## src/design/sis_pkg.sv

```systemverilog
`timescale 1ns / 1ps
// ----------------------------------------------------------------------------
// sis_pkg
// Shared types and constants of the interpolation sweep unit.
// ----------------------------------------------------------------------------
package sis_pkg;

   localparam int unsigned DataWidth   = 16;
   localparam int unsigned IndexWidth  = 5;
   localparam int unsigned RecordWidth = 128;
   localparam logic [4:0]  IndexMask   = 5'h1f;

   localparam logic KIND_TICK = 1'b0;
   localparam logic KIND_LOAD = 1'b1;

   // queued command from the front part to the back part
   typedef struct packed {
      logic        kind;
      logic [7:0]  index;
      logic [15:0] load_x;
      logic [15:0] load_y;
      logic [15:0] load_z;
      logic [15:0] goal_x;
      logic [15:0] goal_y;
      logic [15:0] goal_z;
      logic [15:0] steps_xy;
      logic [15:0] steps_z;
   } cmd_type;

   // one result transaction
   typedef struct packed {
      logic        last;
      logic [15:0] new_z;
      logic [15:0] new_y;
      logic [15:0] new_x;
      logic [4:0]  moved_index;
   } rsp_type;

endpackage

```

## src/design/sis_front.sv

```systemverilog
`timescale 1ns / 1ps
// ----------------------------------------------------------------------------
// sis_front
// Accepts input transactions and queues them as commands for the back part.
// ----------------------------------------------------------------------------
module sis_front (
   input  logic             clock,
   input  logic             reset,
   input  logic             in_valid,
   output logic             in_ready,
   input  sis_pkg::cmd_type in_cmd,
   output logic             q_valid,
   input  logic             q_ready,
   output sis_pkg::cmd_type q_cmd
);
   import sis_pkg::*;

   // two-entry queue
   cmd_type     slot_ff [2];
   logic        wr_ptr_ff, rd_ptr_ff, wr_ptr_in, rd_ptr_in;
   logic [1:0]  cnt_ff, cnt_in;
   logic        push, pop;

   assign in_ready = (cnt_ff != 2'd2);
   assign q_valid  = (cnt_ff != 2'd0);
   assign q_cmd    = slot_ff[rd_ptr_ff];
   assign push     = in_valid && in_ready;
   assign pop      = q_valid && q_ready;

   always_comb begin
      wr_ptr_in = push ? ~wr_ptr_ff : wr_ptr_ff;
      rd_ptr_in = pop ? ~rd_ptr_ff : rd_ptr_ff;
      cnt_in    = cnt_ff + {1'b0, push} - {1'b0, pop};
   end

   always_ff @(posedge clock) begin
      if (reset) begin
         wr_ptr_ff <= 1'b0;
         rd_ptr_ff <= 1'b0;
         cnt_ff    <= 2'd0;
      end else begin
         wr_ptr_ff <= wr_ptr_in;
         rd_ptr_ff <= rd_ptr_in;
         cnt_ff    <= cnt_in;
      end
      if (push) begin
         slot_ff[wr_ptr_ff] <= in_cmd;
      end
   end
endmodule

```

## config.mk

```make
export PLATFORM = sky130hd
export DESIGN_NAME = sis_front
export DESIGN_NICKNAME = d
export VERILOG_FILES = /design/src/design/sis_pkg.sv /design/src/design/sis_front.sv
export SDC_FILE = /design/constraint.sdc
export NUM_CORES = 1
export LEC_CHECK = 0
export BUFFER_PORTS_ARGS = -buffer_cell sky130_fd_sc_hd__buf_2
export CORE_MARGIN = 2
export CORE_UTILIZATION = 44
export CTS_CLUSTER_DIAMETER = 30
export DETAILED_ROUTE_END_ITERATION = 8
export PLACE_DENSITY = 0.69
export SYNTH_ARGS = -nofsm -noshare
export SYNTH_HDL_FRONTEND = slang
export SYNTH_SLANG_ARGS = --single-unit
```

## constraint.sdc

```tcl
create_clock -name clock -period 9 [get_ports clock]
set_input_delay 0.9 -clock clock [delete_from_list [all_inputs] [get_ports clock]]
set_output_delay 0.9 -clock clock [all_outputs]
set_load 0.01 [all_outputs]
```

### Word level (Yosys, flattened, before mapping)

Memory sizes are Yosys's and may differ from the RTL's. A register that Yosys moved wholly into a read port is not among the register bits.
Cells that the tools add are included.

| storage, ports and cells | value |
|---|---|
| register bits after elaboration | 4 |
| bits in writable memories | 274 |
| input bits | 141 |
| output and inout bits | 139 |
| memories kept | 1 |

Memories:

| memory | depth | width | rd ports | clocked after Yosys merged registers in | wr ports | line | RTL |
|---|---|---|---|---|---|---|---|
| slot_ff | 2 | 137 | 1 | 1 | 1 | sis_front.sv:19 | `cmd_type slot_ff [2];` |

| cells by class | value |
|---|---|
| add/subtract/negate cells | 2 |
| equal/unequal tests | 1 |
| mux-type cells | 4 |
| bitwise logic cells | 2 |
| reduce and logical (&&, ||, !) cells | 3 |

Operator list:

| cell | count |
|---|---|
| 1-bit two-way mux | 4 |
| 2-bit by 1-bit adder with 2-bit output | 1 |
| 1-bit logical AND | 2 |
| 2-bit != test, second input constant | 1 |
| 1-bit NOT | 2 |
| 2-bit nonzero test | 1 |
| 2-bit by 1-bit subtractor with 2-bit output | 1 |

### Longest topological paths before layout

Gate-level depths: netlist (run 1).

| depth | value |
|---|---|
| depth in word-level cells | 4 |
| gate-level depth with buffers | 8 |
| gate-level depth less buffers | 8 |

### Worst setup path before layout (run 1)

No wires, ideal clock.

| timing | value |
|---|---|
| kind | in2reg |
| from | in in_valid |
| to | mem slot_ff[0][0] (netlist bit) (enable) |
| arrival | 6.674 ns |
| setup slack | 1.691 ns |
| stages | 2 |
| buffers on the path | 0 |
| cells stage by stage | nand2_1 nor2_1 |

| between the ends | value |
|---|---|
| word-level cells in the longest chain between the ends | 3 |

Ends and longest elaborated chain:

| item | line | RTL |
|---|---|---|
| from (decl) | sis_front.sv:9 | `input logic in_valid,` |
| 1-bit logical AND | sis_front.sv:27 | `assign push = in_valid && in_ready;` |
| 1-bit two-way mux | sis_front.sv:46 | `if (push) begin` |
| 1-bit two-way mux (not written as such) | sis_front.sv:47 | `slot_ff[wr_ptr_ff] <= in_cmd;` |
| to (decl) | sis_front.sv:19 |  |

No other way between the ends.

==> flow_summary_export.csv, run 1 <==
group,metric,value,unit
cts,cts_sinks,279,
detailed_routing,num_vias,5327,
setup_path,worstPathArrival,2.95,ns
power_and_ir_drop,intPower,3.31,mW
power_and_ir_drop,power_frac_comb,0.173,
power_and_ir_drop,swShare,0.249,
logic_synthesis,yosysTopAreaCellShare,0.807,
timing,rsz0062_at_grt,"no",
logic_synthesis,synth_ff_type,"edfxtp_1",
layout,nNetsFinal,916,
grt,first_global_vias,5845,
floorplan,io_pins,280,
grt,grt_remaining_overflow,0,
setup_path,crit_chain,"buf_4 -> mux2_2 -> buf_2",
cts,numCtsBuffers,53,
floorplan,die_area,0.0244,mm2
logic_synthesis,ys_warn_count,0,
detailed_routing,postRouteAntennaNets,0,
power_and_ir_drop,switchingPower,1.10,mW
logic_synthesis,synthTopCellsByCount,"edfxtp_1, mux2_2, clkbuf_8",
logic_synthesis,syn_area,0.0102,mm2
timing,fmax,260,MHz
cts,root_buffer,"clkbuf_16",
grt,grt_max_degree,84,
cts,path_clk_slew,0.04,ns
setup_path,worstPathRequired,8.10,ns
logic_synthesis,synth_area_leaders,"edfxtp_1, mux2_2, clkbuf_8, dfxtp_1, buf_6",
floorplan,die_x,156,um
setup_path,critPathMaxFanout,73,
detailed_routing,dr.pass1.iters,4,
power_and_ir_drop,powerDensity,324,mW/mm2
grt,grt_pass1_wl,30.5,mm
logic_synthesis,synthArstFlopShare,0,
run,maxCapViolCount,0,
layout,fill_cells,1687,
floorplan,start_util,0.449,
placement,gp_congestion,0.725,
detailed_routing,vias_per_cell,4.83,
power_and_ir_drop,ir_drop,0.206,mV
layout,utilization,0.598,
logic_synthesis,syn-num-nets,593,
timing,setup_viol,0,
cts,cts_hold_buf,0,
layout,drive_gt1_frac,0.621,
power_and_ir_drop,clock_power_share,0.438,
timing,period_minus_slack,3.85,ns
timing,slew_headroom,0.235,
detailed_routing,avgRoutedWirePerCell,18.4,um
cts,clockBufferDepth,3,
setup_path,worst_path_largest_cell_delay,0.89,ns
floorplan,dieHeight,156,um
detailed_routing,drt_iter0_drc,229,
power_and_ir_drop,p_seq_frac,0.389,
timing,period_share,0.428,
grt,grt_usage,0.161,
logic_synthesis,netlist_instances,450,
logic_synthesis,synth.avg_cell_area,22.7,um2
cts,clk_latency,0.54,ns
timing,worst_pin_slew,1.15,ns
timing,drv_slew,0,
setup_path,crit_path_end_kind,"primary output",
min_path,hold_class,"reg2reg",
setup_path,crit_type,"reg2out",
setup_path,critPathLaunchType,"flip-flop",
timing,fin_skew,0.0165,ns
floorplan,coreArea,0.0227,mm2
logic_synthesis,ys_seq_area_frac,0.817,
logic_synthesis,synth_most_common_cell,"edfxtp_1",
cts,cts_setup_buffers,0,
run_status,outcome,"finished, final reports clean",
timing,tns,0,ns
power_and_ir_drop,p_leak,5.14,nW
setup_path,slowest_stage,"dfxtp_4",
logic_synthesis,ys_ff_latch,279,
placement,dp_hpwl,12.7,mm
logic_synthesis,yosys.area.top_type,"edfxtp_1",
placement,io_buffers,279,
layout,syn_to_final_growth,33.3,%
floorplan,row_count,55,
logic_synthesis,yosysUniqueCellTypes,16,
timing,hold_viol,0,
cts,post_cts_resized,0,
detailed_routing,drc,0,
logic_synthesis,synth_edf_count,274,
grt,antenna_found_initial,1,
cts,cts_tree,"built",
cts,htreeDepth,2,
detailed_routing,drt_wl_total,20.3,mm
## stage by stage
step | power [mW] | hold slack [ns] | area [um2] | std cells | setup slack (ns)
global route | 4.58 | 0.532 | 13600 | 1102 | 4.98
detailed placement | 2.51 | 0.508 | 11800 | 1003 | 5.66
floorplan | 2.26 | 0.481 | 10200 | 450 | 1.69
CTS | 4.46 | 0.525 | 13600 | 1101 | 5.09
global placement | 2.48 | 0.495 | 11800 | 1003 | 5.71
finish | 4.40 | 0.527 | 13600 | 1102 | 5.15
## worst paths after layout
kind	slack, ns	cells after the start	to	startpoint
max	5.15	3	q_cmd[52]	flip-flop
min	0.53	2	flip-flop	rd_ptr_ff
max reg2reg	6.27	3	slot_ff[1][71]	cnt_ff[0]
min reg2reg	0.53	2	flip-flop	rd_ptr_ff
## registers in the layout, indices dropped and copies added, names as in the netlist, named ones only
signal	count
slot_ff	274
cnt_ff	2
rd_ptr_ff	1
wr_ptr_ff	1
## cell usage in the layout (no fill, tap or decap)
master and count:
buf_2 279, edfxtp_1 274, mux2_2 138, clkbuf_16 55, clkinv_1 9, clkbuf_1 8, bufinv_16 7, clkinvlp_4 6
clkinv_2 6, nor2_1 4, clkinv_4 4, dfxtp_1 4, buf_4 4, inv_6 3, nor2b_1 2, xnor2_1 2
ha_1 2, diode_2 1, o21a_1 1, nand2b_2 1, nand2_1 1, or2_2 1, inv_1 1, and3_4 1
nor2_4 1, xor2_1 1, dfxtp_4 1
## layer usage
layer  track usage  wire, um  vias to the layer above
met3        0.0515      1570                       52
met4        0.0730       636                        0
met1         0.188      7970                     2595
met2         0.273     10100                      223
li1              -         -                     2457
met5             0         0                        -
## kinds of logic after synthesis
group,synth area share
flops,0.817
compound gates,0.000737
mux,0.152
simple gates,0.00552
buf+inv,0.0194
xor+xnor,0.00258
fa+ha+maj,0.00245
## cell type report
type	instances	area [um2]	share of cell area
Clock buffer	63	1410	0.103
Clock inverter	35	380	0.0280
Antenna cell	1	2.50	0.000184
Sequential cell	279	8330	0.613
Inverter	1	3.75	0.000276
Multi-Input combinational cell	155	1680	0.124
Timing Repair Buffer	283	1430	0.105
Tap cell	285	357	0.0262
## power by group through the flow
stage	Sequential, mW	Combinational [mW]	Clock (mW)
2_1_floorplan	1.72	0.538	0
3_3_place_gp	1.73	0.752	0
3_5_place_dp	1.74	0.767	0
4_1_cts	1.72	0.776	1.96
5_1_grt	1.73	0.820	2.03
6_report	1.72	0.762	1.93
## critical path: cells and delay by family, from the launching register on
kind / cells / cell delay (ns)
buffers and inverters: 2 / 0.98
DFF: 1 / 0.89
muxes: 1 / 0.43
Power figures use the tool's default switching activity.
==> inputs of run 2 (changes only) <==
Clock period 9 ns to 3.9 ns, I/O delays scaled along.
==> run 2 against run 1 <==
Final area increased by 0.90%. Clock skew fell by 0.00073 ns. Final cell count is 0.45% higher. Critical endpoint is now q_cmd[79]. Worst setup slack worse by 4.0 ns. Critical path depth unchanged. Critical path type unchanged. Via count rose by 2.4%.
==> flow_summary_export.csv, run 2 (synthesis results as in run 1) <==
group,metric,value,unit
cts,clockBufferDepth,3,
grt,grt_usage,0.163,
timing,tns,0,ns
setup_path,crit_buf_inv,2,
timing,hold_viol,0,
layout,final_common_cell,"buf_2",
power_and_ir_drop,ir_drop,0.523,mV
power_and_ir_drop,powerDensity,755,mW/mm2
power_and_ir_drop,p_seq_frac,0.380,
power_and_ir_drop,switchingPower,2.52,mW
placement,dp_hpwl,13.4,mm
timing,fmax,368,MHz
placement,gp_congestion,0.753,
setup_path,path_depth,3,
cts,numCtsBuffers,52,
min_path,hold_class,"in2reg",
detailed_routing,drc,0,
layout,fill_cells,1657,
detailed_routing,avgRoutedWirePerCell,18.6,um
grt,first_global_vias,5926,
setup_path,worstPathArrival,2.33,ns
timing,rsz0062_at_grt,"no",
grt,grt_pass1_wl,30.5,mm
cts,path_clk_slew,0.05,ns
cts,root_buffer,"clkbuf_16",
power_and_ir_drop,intPower,7.83,mW
detailed_routing,drt_iter0_drc,239,
placement,io_buffers,279,
power_and_ir_drop,p_leak,5.19,nW
detailed_routing,postRouteAntennaNets,0,
timing,fin_skew,0.0158,ns
cts,cts_tree,"built",
layout,final_cell_mix,"buf_2, edfxtp_1, mux2_2",
detailed_routing,num_vias,5456,
setup_path,crit_family,"flip-flops",
setup_path,r2r_cells,4,
detailed_routing,dr.pass1.iters,4,
cts,post_cts_resized,0,
layout,regMostFlops,"slot_ff",
layout,largest_reg_flops,274,
floorplan,row_count,55,
floorplan,dieHeight,156,um
timing,setup_viol,0,
power_and_ir_drop,swShare,0.244,
timing,worst_pin_slew,0.830,ns
floorplan,io_pins,280,
power_and_ir_drop,power_frac_comb,0.176,
grt,grt_remaining_overflow,0,
cts,cts_sinks,279,
detailed_routing,drt_wl_total,20.6,mm
cts,cts_hold_buf,0,
setup_path,worstPathRequired,3.51,ns
grt,grt_max_degree,77,
setup_path,crit_chain,"buf_4 -> mux2_2 -> buf_2",
floorplan,die_area,0.0244,mm2
setup_path,critPathMaxFanout,44,
timing,slew_headroom,0.445,
setup_path,crit_type,"reg2out",
setup_path,critPathLaunchType,"flip-flop",
floorplan,coreArea,0.0227,mm2
floorplan,die_x,156,um
grt,antenna_found_initial,8,
setup_path,crit_path_end_kind,"primary output",
layout,drive_gt1_frac,0.627,
run,maxCapViolCount,0,
min_path,worstHoldPathCells,1,
setup_path,slowest_stage,"dfxtp_4",
layout,top_regs,"slot_ff (274), cnt_ff (2)",
timing,timing.hold.ws,0.0486,ns
layout,nNetsFinal,918,
power_and_ir_drop,clock_power_share,0.444,
timing,period_minus_slack,2.72,ns
run_status,outcome,"finished, final reports clean",
detailed_routing,vias_per_cell,4.93,
layout,syn_to_final_growth,34.5,%
timing,drv_slew,0,
cts,clk_latency,0.52,ns
cts,htreeDepth,2,
cts,cts_setup_buffers,0,
timing,period_share,0.696,
floorplan,start_util,0.449,
setup_path,worst_path_largest_cell_delay,0.73,ns
==> run 2: metal layers <==
metal,part of all wire,up-vias,global-route usage
li1,-,2476,-
met1,0.38,2652,0.180
met2,0.50,254,0.279
met3,0.076,70,0.0559
met4,0.041,4,0.0887
met5,0.0013,-,0
==> run 2: stage by stage <==
| step | total power, mW | instances | cell area [um2] | util | setup WS [ns] |
|---|---|---|---|---|---|
| after floorplan | 5.16 | 450 | 10200 | - | 0.818 |
| after global placement | 5.75 | 1006 | 11900 | 0.522 | 1.79 |
| after detailed placement | 5.82 | 1006 | 11900 | 0.522 | 1.67 |
| after CTS | 10.5 | 1101 | 13700 | 0.603 | 1.12 |
| after global routing | 10.8 | 1106 | 13700 | 0.604 | 1.04 |
| final | 10.3 | 1107 | 13700 | 0.604 | 1.18 |
==> run 2: layout make-up <==
class / count / area [um2] / share of cell area
Antenna cell: 6 / 15.0 / 0.00109
Clock buffer: 59 / 1350 / 0.0984
Tap cell: 285 / 357 / 0.0260
Inverter: 1 / 3.75 / 0.000274
Clock inverter: 36 / 488 / 0.0356
Multi-Input combinational cell: 155 / 1680 / 0.123
Sequential cell: 279 / 8330 / 0.608
Timing Repair Buffer: 286 / 1490 / 0.108
==> run 2: path summary, 6_finish.rpt <==
path               startpoint              end  slack (ns)
setup / recovery    flip-flop        q_cmd[79]        1.18
hold / removal    in_cmd[124]  slot_ff[0][124]        0.05
setup reg to reg    cnt_ff[0]   slot_ff[0][64]        1.70
hold reg to reg     rd_ptr_ff        flip-flop        0.52
==> run 2: power by group through the flow <==
stage / combinational, mW / clock (mW) / sequential, mW
floorplan: 1.24 / 0 / 3.91
global placement: 1.78 / 0 / 3.96
detailed placement: 1.84 / 0 / 3.99
CTS: 1.85 / 4.69 / 3.94
global route: 1.96 / 4.83 / 3.97
finish: 1.82 / 4.60 / 3.93
==> run 2: worst reg2reg max path, stage by stage, from the launching register on <==
cell	delay [ns]
dfxtp_1	0.36
nand2b_2	0.17
nand2_1	0.14
nor2_4	0.66
buf_12	0.45
==> inputs of run 3 (changes only) <==
Clock period 3.9 ns to 2.5 ns, I/O delays scaled along.
==> run 3 against run 2 <==
Utilization is 5.6 points higher. Clock power is 45% higher. Worst setup slack worse by 0.98 ns. Via count is 8.5% higher. Sequential power is 55% higher. Flip-flop and latch count stayed put. Hold slack better by 0.086 ns. Register-to-register slack worse by 0.78 ns. Sequential share of layout area is 5.1 points lower. Clock-buffer cell count is 4 lower. Final cell count is 11% higher. Non-clock buffer count is 138 higher.
==> flow_summary_export.csv, run 3 (synthesis results as in run 1) <==
group,metric,value,unit
detailed_routing,postRouteAntennaNets,0,
power_and_ir_drop,power_frac_comb,0.195,
setup_path,worst_path_largest_cell_delay,0.61,ns
setup_path,crit_buf_inv,2,
detailed_routing,drt_wl_total,22.0,mm
cts,path_clk_slew,0.05,ns
grt,antenna_found_initial,0,
layout,syn_to_final_growth,46.9,%
power_and_ir_drop,swShare,0.250,
min_path,min-delay-start,"in_valid",
floorplan,coreArea,0.0227,mm2
layout,drive_gt1_frac,0.533,
setup_path,slowest_stage,"dfxtp_4",
detailed_routing,vias_per_cell,4.80,
layout,final_cell_mix,"buf_2, edfxtp_1, mux2_2, dlygate4sd3_1, clkbuf_16",
run,maxCapViolCount,0,
timing,worst_pin_slew,0.420,ns
layout,top_regs,"slot_ff (274), cnt_ff (2)",
detailed_routing,drc,0,
min_path,hold_class,"in2reg",
grt,grt_remaining_overflow,0,
detailed_routing,highest_layer,"met4",
placement,gp_congestion,0.731,
timing,slew_headroom,0.720,
floorplan,die_x,156,um
detailed_routing,wl_met1,8.21,mm
placement,placedInstanceArea,0.0119,mm2
layout,final_common_cell,"buf_2",
layout,largest_reg_flops,274,
cts,clockBufferDepth,3,
timing,timing.hold.ws,0.134,ns
cts,numCtsBuffers,49,
setup_path,crit_type,"reg2out",
grt,grt_usage,0.176,
grt,grt_max_degree,72,
layout,nNetsFinal,1053,
timing,rsz0062_at_grt,"no",
floorplan,dieHeight,156,um
detailed_routing,wl_met3,1.80,mm
power_and_ir_drop,p_seq_frac,0.384,
floorplan,io_pins,280,
setup_path,crit_chain,"buf_12 -> mux2_2 -> buf_2",
placement,io_buffers,279,
detailed_routing,wl_met2,11.3,mm
detailed_routing,dr.pass1.iters,4,
cts,cts_tree,"built",
detailed_routing,drt_iter0_drc,310,
timing,drv_slew,0,
floorplan,start_util,0.449,
setup_path,critPathMaxFanout,53,
cts,clk_latency,0.53,ns
layout,regMostFlops,"slot_ff",
detailed_routing,avgRoutedWirePerCell,17.8,um
setup_path,critPathLaunchType,"flip-flop",
floorplan,row_count,55,
grt,grt_pass1_wl,33.3,mm
timing,fmax,435,MHz
power_and_ir_drop,clock_power_share,0.420,
power_and_ir_drop,power.total,15.9,mW
grt,first_global_vias,6512,
setup_path,worstPathRequired,2.25,ns
cts,cts_setup_buffers,0,
cts,htreeDepth,2,
power_and_ir_drop,ir_drop,0.941,mV
cts,cts_sinks,279,
setup_path,worstPathArrival,2.05,ns
layout,num_antenna_cells,0,
timing,period_share,0.920,
timing,setup_viol,0,
timing,fin_skew,0.0139,ns
power_and_ir_drop,powerDensity,1060,mW/mm2
setup_path,regToRegStartpoint,"cnt_ff[1]",
placement,dp_hpwl,12.7,mm
setup_path,crit_family,"flip-flops",
layout,design_area,0.0150,mm2
run_status,outcome,"finished, final reports clean",
floorplan,die_area,0.0244,mm2
timing,hold_viol,0,
timing,period_minus_slack,2.30,ns
detailed_routing,num_vias,5918,
power_and_ir_drop,switchingPower,3.97,mW
power_and_ir_drop,intPower,11.9,mW
cts,root_buffer,"clkbuf_16",
power_and_ir_drop,p_leak,5.71,nW
setup_path,crit_path_end_kind,"primary output",
layout,utilization,0.659,
## run 3: cell count changes in the layout (fill, tap and decap cells not counted), moves of 2 or more
cell and delta:
buf_12 +3, buf_4 -3, bufinv_16 -2, clkbuf_16 -4
clkinv_1 +3, clkinv_2 -2, clkinvlp_4 -2, diode_2 -6
dlygate4sd3_1 +138, inv_6 +3
## run 3: repair_timing
| item | CTS | global route |
|---|---|---|
| hold endpoints to repair | 278 | 0 |
| hold buffers | 138 | 0 |
| gates resized for setup | 0 | 0 |
## run 3: through the flow
| step | instances | setup slack [ns] | TNS (ns) |
|---|---|---|---|
| after detailed placement | 1006 | 0.734 | 0 |
| after global routing | 1234 | 0.107 | 0 |
| after global placement | 1006 | 0.749 | 0 |
| final | 1234 | 0.199 | 0 |
| after CTS | 1234 | 0.174 | 0 |
| after floorplan | 450 | -0.487 | -86.28 |
## run 3: worst register-to-register path, stage by stage, from the launching register on
cell	delay, ns
dfxtp_1	0.36
o21a_1	0.24
ha_1	0.30
inv_1	0.06
ha_1	0.14
xor2_1	0.18
xnor2_1	0.14
nor2_1	0.06
## run 3: final timing paths
path          endpoint  slack [ns]  depth (start not counted)
max          q_cmd[73]        0.20                          3
max reg2reg  cnt_ff[1]        0.92                          7
min reg2reg  rd_ptr_ff        0.52                          2
min          wr_ptr_ff        0.13                          3
## run 3: power by group through the flow
stage | combinational, mW | clock (mW) | sequential [mW]
finish | 3.11 | 6.67 | 6.11
global route | 3.35 | 7.01 | 6.15
CTS | 3.11 | 6.77 | 6.11
detailed placement | 2.91 | 0 | 6.19
global placement | 2.86 | 0 | 6.15
floorplan | 1.95 | 0 | 6.10
## run 3: routing by layer
layer,up-vias,global-route usage
met2,252,0.311
li1,2736,-
met5,-,0
met4,0,0.0712
met1,2873,0.194
met3,57,0.0612
## run 3: layout make-up
type                            instances  area [um2]
Sequential cell                       279        8330
Fill cell                            1494        7740
Timing Repair Buffer                  424        2910
Multi-Input combinational cell        155        1690
Clock buffer                           55        1250
Clock inverter                         35         432
Tap cell                              285         357
Inverter                                1        3.75
